### src/design/i2cmbw_pkg.sv
`timescale 1ns / 1ps
`default_nettype none
// ----------------------------------------------------------------------------
// i2cmbw_pkg
// Shared types and constants for the write-only i2c byte master.
// ----------------------------------------------------------------------------
package i2cmbw_pkg;

	localparam int unsigned TICK_W = 16;

	localparam logic [7:0]        BYTE_MSB      = 8'h80;
	localparam logic [3:0]        BITS_PER_BYTE = 4'd8;
	localparam logic [TICK_W-1:0] TICKS_RESET   = 16'd2;

	// command codes of an input word
	typedef enum logic {
		CMD_TICK    = 1'b0,
		CMD_REQUEST = 1'b1
	} cmd_t;

	// pin phases of one byte sequence
	typedef enum logic [3:0] {
		PH_IDLE       = 4'd0,
		PH_ST_SDA_HI  = 4'd1,
		PH_ST_SCL_HI  = 4'd2,
		PH_ST_SDA_LO  = 4'd3,
		PH_ST_SCL_LO  = 4'd4,
		PH_BIT_SET    = 4'd5,
		PH_BIT_SCL_HI = 4'd6,
		PH_BIT_SCL_LO = 4'd7,
		PH_ACK_REL    = 4'd8,
		PH_ACK_SCL_HI = 4'd9,
		PH_ACK_SAMPLE = 4'd10,
		PH_ACK_SCL_LO = 4'd11,
		PH_SP_SCL_LO  = 4'd12,
		PH_SP_SDA_LO  = 4'd13,
		PH_SP_SCL_HI  = 4'd14,
		PH_SP_SDA_HI  = 4'd15
	} phase_t;

	// sequencer state
	typedef struct packed {
		phase_t             step;
		logic [TICK_W-1:0]  hold;
		logic [7:0]         shift;
		logic [3:0]         bits;
		logic               stop;
		logic               scl;
		logic               sda;
	} seq_state_t;

	// result flags of one word
	typedef struct packed {
		logic busy;
		logic ack_valid;
		logic nack;
		logic rejected;
	} seq_flags_t;

endpackage
`default_nettype wire

### src/design/i2cmbw_step.sv
`timescale 1ns / 1ps
`default_nettype none
// ----------------------------------------------------------------------------
// i2cmbw_step
// Next-state logic of the phase sequencer for one input word.
// ----------------------------------------------------------------------------
module i2cmbw_step
	import i2cmbw_pkg::*;
(
	input  wire seq_state_t        cur,
	input  wire [TICK_W-1:0]       phase_ticks,
	input  wire                    command,
	input  wire [7:0]              data_byte,
	input  wire                    frame_start,
	input  wire                    frame_end,
	input  wire                    sda_in,
	output seq_state_t             nxt,
	output seq_flags_t             flags
);

	logic [TICK_W-1:0] hold_load;
	logic [TICK_W-1:0] hold_dec;
	logic              busy;
	logic              do_enter;
	logic              reject;
	phase_t            enter_step;
	seq_state_t        base;

	// zero hold is treated as one tick
	assign hold_load = (phase_ticks == '0) ? {{(TICK_W-1){1'b0}}, 1'b1} : phase_ticks;
	assign hold_dec  = (cur.hold == '0) ? cur.hold : cur.hold - {{(TICK_W-1){1'b0}}, 1'b1};
	assign busy      = (cur.step != PH_IDLE);

	// pick the phase to enter, if any
	always_comb begin
		base       = cur;
		do_enter   = 1'b0;
		enter_step = PH_IDLE;
		reject     = 1'b0;
		if (cmd_t'(command) == CMD_REQUEST) begin
			if (busy) begin
				reject = 1'b1;
			end else begin
				base.shift = data_byte;
				base.bits  = 4'd0;
				base.stop  = frame_end;
				do_enter   = 1'b1;
				enter_step = frame_start ? PH_ST_SDA_HI : PH_BIT_SET;
			end
		end else if (busy) begin
			base.hold = hold_dec;
			if (hold_dec == '0) begin
				do_enter = 1'b1;
				case (cur.step)
					PH_ST_SDA_HI:  enter_step = PH_ST_SCL_HI;
					PH_ST_SCL_HI:  enter_step = PH_ST_SDA_LO;
					PH_ST_SDA_LO:  enter_step = PH_ST_SCL_LO;
					PH_ST_SCL_LO:  enter_step = PH_BIT_SET;
					PH_BIT_SET:    enter_step = PH_BIT_SCL_HI;
					PH_BIT_SCL_HI: enter_step = PH_BIT_SCL_LO;
					PH_BIT_SCL_LO: enter_step = (cur.bits < BITS_PER_BYTE) ?
						PH_BIT_SET : PH_ACK_REL;
					PH_ACK_REL:    enter_step = PH_ACK_SCL_HI;
					PH_ACK_SCL_HI: enter_step = PH_ACK_SAMPLE;
					PH_ACK_SAMPLE: enter_step = PH_ACK_SCL_LO;
					PH_ACK_SCL_LO: enter_step = cur.stop ? PH_SP_SCL_LO : PH_IDLE;
					PH_SP_SCL_LO:  enter_step = PH_SP_SDA_LO;
					PH_SP_SDA_LO:  enter_step = PH_SP_SCL_HI;
					PH_SP_SCL_HI:  enter_step = PH_SP_SDA_HI;
					default:       enter_step = PH_IDLE;
				endcase
			end
		end
	end

	// pin action of the entered phase
	always_comb begin
		nxt = base;
		if (do_enter) begin
			nxt.step = enter_step;
			nxt.hold = hold_load;
			case (enter_step)
				PH_ST_SDA_HI:  nxt.sda = 1'b1;
				PH_ST_SCL_HI:  nxt.scl = 1'b1;
				PH_ST_SDA_LO:  nxt.sda = 1'b0;
				PH_ST_SCL_LO:  nxt.scl = 1'b0;
				PH_BIT_SET: begin
					nxt.sda   = ((base.shift & BYTE_MSB) != 8'h00);
					nxt.shift = {base.shift[6:0], 1'b0};
					nxt.bits  = base.bits + 4'd1;
				end
				PH_BIT_SCL_HI: nxt.scl = 1'b1;
				PH_BIT_SCL_LO: nxt.scl = 1'b0;
				PH_ACK_REL:    nxt.sda = 1'b1;
				PH_ACK_SCL_HI: nxt.scl = 1'b1;
				PH_ACK_SAMPLE: nxt.scl = base.scl;
				PH_ACK_SCL_LO: nxt.scl = 1'b0;
				PH_SP_SCL_LO:  nxt.scl = 1'b0;
				PH_SP_SDA_LO:  nxt.sda = 1'b0;
				PH_SP_SCL_HI:  nxt.scl = 1'b1;
				PH_SP_SDA_HI:  nxt.sda = 1'b1;
				default:       nxt.hold = '0;
			endcase
		end
	end

	// ack report, refusal and busy after this word
	always_comb begin
		flags.busy      = (nxt.step != PH_IDLE);
		flags.ack_valid = do_enter && (enter_step == PH_ACK_SAMPLE);
		flags.nack      = do_enter && (enter_step == PH_ACK_SAMPLE) && sda_in;
		flags.rejected  = reject;
	end

endmodule
`default_nettype wire

### src/design/i2c_master_byte_writer_core.sv
`timescale 1ns / 1ps
`default_nettype none
// ----------------------------------------------------------------------------
// i2c_master_byte_writer_core
// Write-only i2c master: optional start, eight data bits, ack sample and optional
// stop, each pin phase held for a programmable number of tick words.
// ----------------------------------------------------------------------------
//  channel | handshake            | payload
//  --------+----------------------+-------------------------------------------
//  in      | in_valid / in_stall  | command data_byte frame_start frame_end
//          |                      | sda_in
//  out     | out_valid / out_stall| scl sda busy_res ack_valid nack rejected
//  cfg     | cfg_valid / cfg_ready| cfg_data (phase_ticks)
//
//  One word per cycle unless the output stalls; the result is in the output
//  register in the cycle after acceptance, set by the single next-state stage.
//  Reset: sequencer idle, both pin levels high (scl_q, sda_q not reset), phase_ticks = 2.
//  A stalled output register stalls the input; a word is taken in the same
//  cycle the waiting result leaves.
// ----------------------------------------------------------------------------
module i2c_master_byte_writer_core
	import i2cmbw_pkg::*;
(
	input  wire               clk,
	input  wire               arst_n,
	input  wire               in_valid,
	output logic              in_stall,
	input  wire               command,
	input  wire [7:0]         data_byte,
	input  wire               frame_start,
	input  wire               frame_end,
	input  wire               sda_in,
	output logic              out_valid,
	input  wire               out_stall,
	output logic              scl,
	output logic              sda,
	output logic              busy_res,
	output logic              ack_valid,
	output logic              nack,
	output logic              rejected,
	input  wire               cfg_valid,
	output logic              cfg_ready,
	input  wire [TICK_W-1:0]  cfg_data
);

	seq_state_t        state_q;
	seq_state_t        state_d;
	seq_flags_t        flags;
	seq_flags_t        flags_q;
	logic              scl_q;
	logic              sda_q;
	logic              out_valid_q;
	logic [TICK_W-1:0] phase_ticks_q;
	logic              in_take;

	// handshake
	assign cfg_ready = 1'b1;
	assign in_stall  = out_valid_q && out_stall;
	assign in_take   = in_valid && !in_stall;

	// configuration register
	always_ff @(posedge clk or negedge arst_n) begin
		if (!arst_n) begin
			phase_ticks_q <= TICKS_RESET;
		end else if (cfg_valid && cfg_ready) begin
			phase_ticks_q <= cfg_data;
		end
	end

	// sequencer next state
	i2cmbw_step u_step (
		.cur         (state_q),
		.phase_ticks (phase_ticks_q),
		.command     (command),
		.data_byte   (data_byte),
		.frame_start (frame_start),
		.frame_end   (frame_end),
		.sda_in      (sda_in),
		.nxt         (state_d),
		.flags       (flags)
	);

	// sequencer state register
	always_ff @(posedge clk or negedge arst_n) begin
		if (!arst_n) begin
			state_q.step  <= PH_IDLE;
			state_q.hold  <= '0;
			state_q.shift <= '0;
			state_q.bits  <= '0;
			state_q.stop  <= 1'b0;
			state_q.scl   <= 1'b1;
			state_q.sda   <= 1'b1;
		end else if (in_take) begin
			state_q <= state_d;
		end
	end

	// output word register
	always_ff @(posedge clk or negedge arst_n) begin
		if (!arst_n) begin
			out_valid_q <= 1'b0;
		end else if (in_take) begin
			out_valid_q <= 1'b1;
		end else if (!out_stall) begin
			out_valid_q <= 1'b0;
		end
	end

	always_ff @(posedge clk) begin
		if (in_take) begin
			scl_q   <= state_d.scl;
			sda_q   <= state_d.sda;
			flags_q <= flags;
		end
	end

	assign out_valid = out_valid_q;
	assign scl       = scl_q;
	assign sda       = sda_q;
	assign busy_res  = flags_q.busy;
	assign ack_valid = flags_q.ack_valid;
	assign nack      = flags_q.nack;
	assign rejected  = flags_q.rejected;

endmodule
`default_nettype wire

### config.mk
export PLATFORM = sky130hd
export DESIGN_NAME = i2c_master_byte_writer_core
export DESIGN_NICKNAME = d
export VERILOG_FILES = /design/src/design/i2cmbw_pkg.sv /design/src/design/i2cmbw_step.sv /design/src/design/i2c_master_byte_writer_core.sv
export SDC_FILE = /design/constraint.sdc
export NUM_CORES = 1
export LEC_CHECK = 0
export BUFFER_PORTS_ARGS = -buffer_cell sky130_fd_sc_hd__buf_4
export CAP_MARGIN = 20
export CELL_PAD_IN_SITES_DETAIL_PLACEMENT = 1
export CELL_PAD_IN_SITES_GLOBAL_PLACEMENT = 2
export CORE_MARGIN = 2
export CORE_UTILIZATION = 39
export DETAILED_ROUTE_END_ITERATION = 8
export PLACE_DENSITY = 0.91
export RECOVER_POWER = 50
export SYNTH_ARGS = -nofsm -noshare
export SYNTH_HDL_FRONTEND = slang
export SYNTH_SLANG_ARGS = --single-unit
### constraint.sdc
create_clock -name clk -period 8.65 [get_ports clk]
set_input_delay 1.2975 -clock clk [delete_from_list [all_inputs] [get_ports clk]]
set_output_delay 1.2975 -clock clk [all_outputs]
set_load 0.005 [all_outputs]
======== Word-level counts from Yosys, hierarchy flattened ========
Cells that the tools add are included.
word-level totals
  register bits after elaboration ......... 58
  logic and storage cells ................. 95
  output and inout port bits .............. 9
  bits of input ports ..................... 33
operators by class
  muxes and demuxes ....................... 27
  $lt $le $gt $ge ......................... 1
  eq/ne operators ......................... 31
  reductions and logical operators ........ 18
  bitwise operators ....................... 1
  $add $sub $neg .......................... 2
operator list
  kind                   number
  $mux 16                5
  $eq 4x4->1 const B     15
  $pmux 4 s14            1
  $logic_not 16->1       3
  $eq 4x3->1 const B     8
  $mux 32                1
  $mux 13                2
  $mux 4                 6
  $eq 4x2->1 const B     4
  $sub 16x1->16 const B  1
  $reduce_or 15->1       1
  $mux 12                1
  $eq 4x1->1 const B     2
  $reduce_bool 4->1      2
  $reduce_or 4->1        2
  $mux 1                 7
  $reduce_and 3->1       2
  $add 4x1->4 const B    1
  $logic_and 1x1->1      4
  $lt 4x4->1 const B     1
  $ne 2x1->1 const B     2
  $mux 3                 1
  $pmux 1 s3             1
  $reduce_or 3->1        1
  6 further kinds        6

======== Longest topological paths before layout ========
  word-level depth ........................ 11
  mapped depth ............................ 14
  mapped depth without buffers ............ 11

======== By module ========
Synthesis repeated with hierarchy kept, for this count alone.
unflattened totals
  cell total of the unflattened synthesis .. 371
  area, all modules ....................... 3853.7 um^2
by module, submodules not included
  module                       area each (um^2)  instances  cells each
  i2c_master_byte_writer_core  2287.2            1          120
  i2cmbw_step                  1566.5            1          251

======== Least setup slack after synthesis ========
OpenSTA, ideal clock, no wires.
  path kind ............................... reg2reg
  start point ............................. reg state_q[15] in the netlist's numbering
  end point ............................... reg state_q[3] in the netlist's numbering
  path slack .............................. 4.985 ns
  buffers on the path ..................... 3
  setup time .............................. 0.073 ns
  period minus slack after synthesis ...... 3.665 ns
  arrival ................................. 3.592 ns
  cell stages (with the launch flop) ...... 15
  cell sequence ........................... dfrtp_1 -> inv_1 -> ha_1 -> or4b_4 -> buf_6 -> nor3_1 -> mux2i_1 -> nand2_1 -> or4_1 -> buf_6 -> o22ai_4 -> or2_1 -> buf_6 -> mux2_4 -> a21oi_2
on the way
  cells in the longest elaborated chain, start to end .. 9
  elaborated cells between the ends (all ways) .. 13
ends and longest elaborated chain
  element                                            RTL line                           text
  from (decl)                                        i2c_master_byte_writer_core.sv:46  seq_state_t state_q;
  from (signal assigned)                             i2c_master_byte_writer_core.sv:94  state_q <= state_d;
  $sub 16x1->16 or $logic_not 16->1 (tied branches)  i2cmbw_step.sv:31                  assign hold_dec = (cur.hold == '0) ? cur.hold : cur.hold - {{(TICK_W-1){1'b0}}, 1'b1};
  $mux 16 (*)                                        i2cmbw_step.sv:31
  $logic_not 16->1 (*)                               i2cmbw_step.sv:52                  if (hold_dec == '0) begin
  $mux 4                                             i2cmbw_step.sv:52
  $mux 4                                             i2cmbw_step.sv:50                  end else if (busy) begin
  $mux 4                                             i2cmbw_step.sv:40                  if (cmd_t'(command) == CMD_REQUEST) begin
  $eq 4x3->1                                         i2cmbw_step.sv:82                  case (enter_step)
  $mux 12                                            i2cmbw_step.sv:82
  $mux 32 (*)                                        i2cmbw_step.sv:79                  if (do_enter) begin
Mark *: on every way between the ends. The rest lies on a longest branch, timed or not.
A chain may end at the register's enable or synchronous reset.

======== Final worst setup path ========
Same ends and word-level chain as after synthesis.

==> impl_metrics.ini <==
[sta]
finalMaxSlewViolations = 53
whs_ns = 0.495
timing.slew.headroom = -0.891
rsz0062_at_grt = false
fin_crit_sh = 0.487
worst_slack_ns = 4.43
tns_ns = 0
setup_viol = 0
fin_skew_ns = 0.0135
fmax_mhz = 237
finalHoldViolCount = 0
fin_crit_ns = 4.22
tightestPinTransition_ns = 2.84

[clock_tree]
cts-root-buf = clkbuf_8
cts-resized-gates = 0
worstSkewPairLatency_ns = 0.35
cts_hold_buf = 0
cts_htree_levels = 3
clock-sinks = 58
post_cts_buffers = 0
cts_buffer_depth = 2
clk_pin_slew_ns = 0.07
cts_tree = built
numCtsBuffers = 9

[logic_synthesis]
synth_top_family_by_area = simple AND/OR/NAND/NOR gates
async_reset_ff_frac = 0.897
synth-edff-count = 6
syn-instance-count = 424
synth_area_per_cell_um2 = 8.83
yosysSeqAreaShare = 0.397
synthMuxAreaShare = 0.0826
yosysWarnings = 0
synth-simple-area-share = 0.251
synthXorXnorAreaFrac = 0.00468
ys_types = 73
ys_ff_latch = 58
synthesis.nets = 459
syn_area_um2 = 3740
synth_top_flop_cell = dfrtp_1
synthAdderAreaFrac = 0.00969
synth-compound-area-share = 0.207

[worst_setup_path]
cp.required_ns = 8.92
worstPathMaxFanout = 10
cp-end-kind = register
crit_arrival_ns = 4.49
start_kind = register
critPathKind = reg2reg

[die]
start_util = 0.403
dieArea_um2 = 10400
die_h_um = 102
chipWidth_um = 102
core-area_um2 = 9280
num_rows = 35
io_pins = 42

[global_route]
grt_max_degree = 53
grt_pass1_vias = 3450
grt_antenna_before_repair = 0
grt.total_usage = 0.228
grt-ovfl-total = 0
grt_first_pass_wirelength_um = 18300

[placed_design]
place_congestion = 0.887
dp_slack_ns = 4.46
dp_hpwl_um = 7960
placed_area_um2 = 4070
port_buffers = 40
place_inst = 566

[routing]
antenna_left = 0
wl_per_cell_um = 19.0
drc_errors = 0
first_pass_iters = 4
vias = 3479
wirelength_um = 11000
viasPerCell = 5.98
initialDrtViolationCount = 209

[cells_and_area]
drive_above_1_share = 0.216
n_fill_cell = 1146
area_growth_pct = 13.8
fin_cells = 582
antenna_cells = 0
postLayoutCoreUtil = 0.459
fin_nets = 483
stdcell_area_um2 = 4260

[power_and_ir_drop]
p_sw_mw = 0.428
seq_power_share = 0.438
power.total_mw = 1.05
peakVddDrop_v = 0.000127
p_comb_frac = 0.321
cellPowerDensity_nw_per_um2 = 247
power.share.switching = 0.406
internal-power_mw = 0.626
clock_power_share = 0.241
p_leak_nw = 1.60

[job]
cap_viol_max_count = 1

[status]
status = finished with violations
violations = capacitance limit, slew limit

[min_path]
hold_class = reg2reg
-- path summary, 6_finish.rpt --
kind                                           end  depth (start not counted)  slack [ns]               startpoint
max                         state_q[3]$_DFFE_PN0P_                         11        4.43  state_q[15]$_DFFE_PN0P_
max reg2reg                 state_q[3]$_DFFE_PN0P_                         11        4.43  state_q[15]$_DFFE_PN0P_
min in group asynchronous  state_q[26]$_DFFE_PN0P_                          1        1.86                   arst_n
max in group asynchronous  state_q[28]$_DFFE_PN0P_                          1        5.19                   arst_n
min                         state_q[1]$_DFFE_PN1P_                          2        0.49   state_q[1]$_DFFE_PN1P_
min reg2reg                 state_q[1]$_DFFE_PN1P_                          2        0.49   state_q[1]$_DFFE_PN1P_
-- cells in the mapped netlist (all sizes together), types with 8 or more instances --
master,count,share of area
mux2,20,0.061
a221oi,10,0.023
mux2i,8,0.021
buf,12,0.023
o21ai,26,0.036
nand3,16,0.021
a21oi,23,0.033
nor4,13,0.027
clkbuf,16,0.016
nand2,51,0.051
nand2b,10,0.017
dfrtp,49,0.33
nor2,50,0.050
nor3,11,0.016
inv,9,0.0090
-- power groups by stage --
stage          Clock, mW  Sequential [mW]  Combinational (mW)
6_report           0.254            0.462               0.338
5_1_grt            0.269            0.476               0.376
4_1_cts            0.259            0.459               0.339
3_5_place_dp           0            0.463               0.336
3_3_place_gp           0            0.457               0.324
2_1_floorplan          0            0.400               0.292
-- routing by layer --
metal  part of all wire  GRT usage  up-vias
met5                  0          0        -
met4              0.016     0.0697        0
met2               0.48      0.372       84
met3              0.046     0.0417       15
li1                   -          -     1624
met1               0.46      0.309     1756
-- layout by cell type, fill, tap and decap left out, types with 4 or more instances in the layout --
cell type / count
a31oi_1: 4
nand4_1: 4
edfxtp_1: 6
a21oi_1: 21
nand2b_1: 10
nand2_1: 51
nand3_1: 16
nor2b_1: 6
buf_4: 38
nor2_1: 50
o21ai_0: 23
o221a_2: 5
nor4_1: 11
inv_1: 9
dfrtp_1: 49
nor3_1: 10
a221oi_1: 10
clkbuf_8: 10
mux2_2: 18
and2_1: 5
o211ai_1: 6
mux2i_1: 8
or3_1: 6
-- state kept, by name, indices dropped and copies added, names as in the netlist --
name,cells
busy_res,1
nack,1
rejected,1
state_q,35
ack_valid,1
out_valid,1
phase_ticks_q,16
sda,1
scl,1
-- logic make-up after synthesis --
logic type / count (synthesis)
other cells: 1
buf+inv: 37
mux: 28
compound gates: 108
fa+ha+maj: 3
flops: 58
simple gates: 187
xor+xnor: 2
-- final cells by class --
cell class | instances | area, um^2 | share of cell area
Clock buffer | 11 | 163 | 0.0382
Clock inverter | 5 | 35.0 | 0.00822
Inverter | 9 | 33.8 | 0.00793
Multi-Input combinational cell | 329 | 2080 | 0.489
Sequential cell | 58 | 1490 | 0.349
Tap cell | 129 | 161 | 0.0379
Timing Repair Buffer | 41 | 300 | 0.0705
-- critical path: stages, from the launching register on --
cell     delay (ns)
dfrtp_1        0.42
inv_1          0.15
ha_1           0.26
or4b_4         0.55
nor3_1         0.34
mux2i_1        0.31
nand2_1        0.13
or4_1          0.76
o22ai_4        0.41
or2_1          0.36
mux2_4         0.34
a21oi_2        0.12
Power figures use the tool's default switching activity.
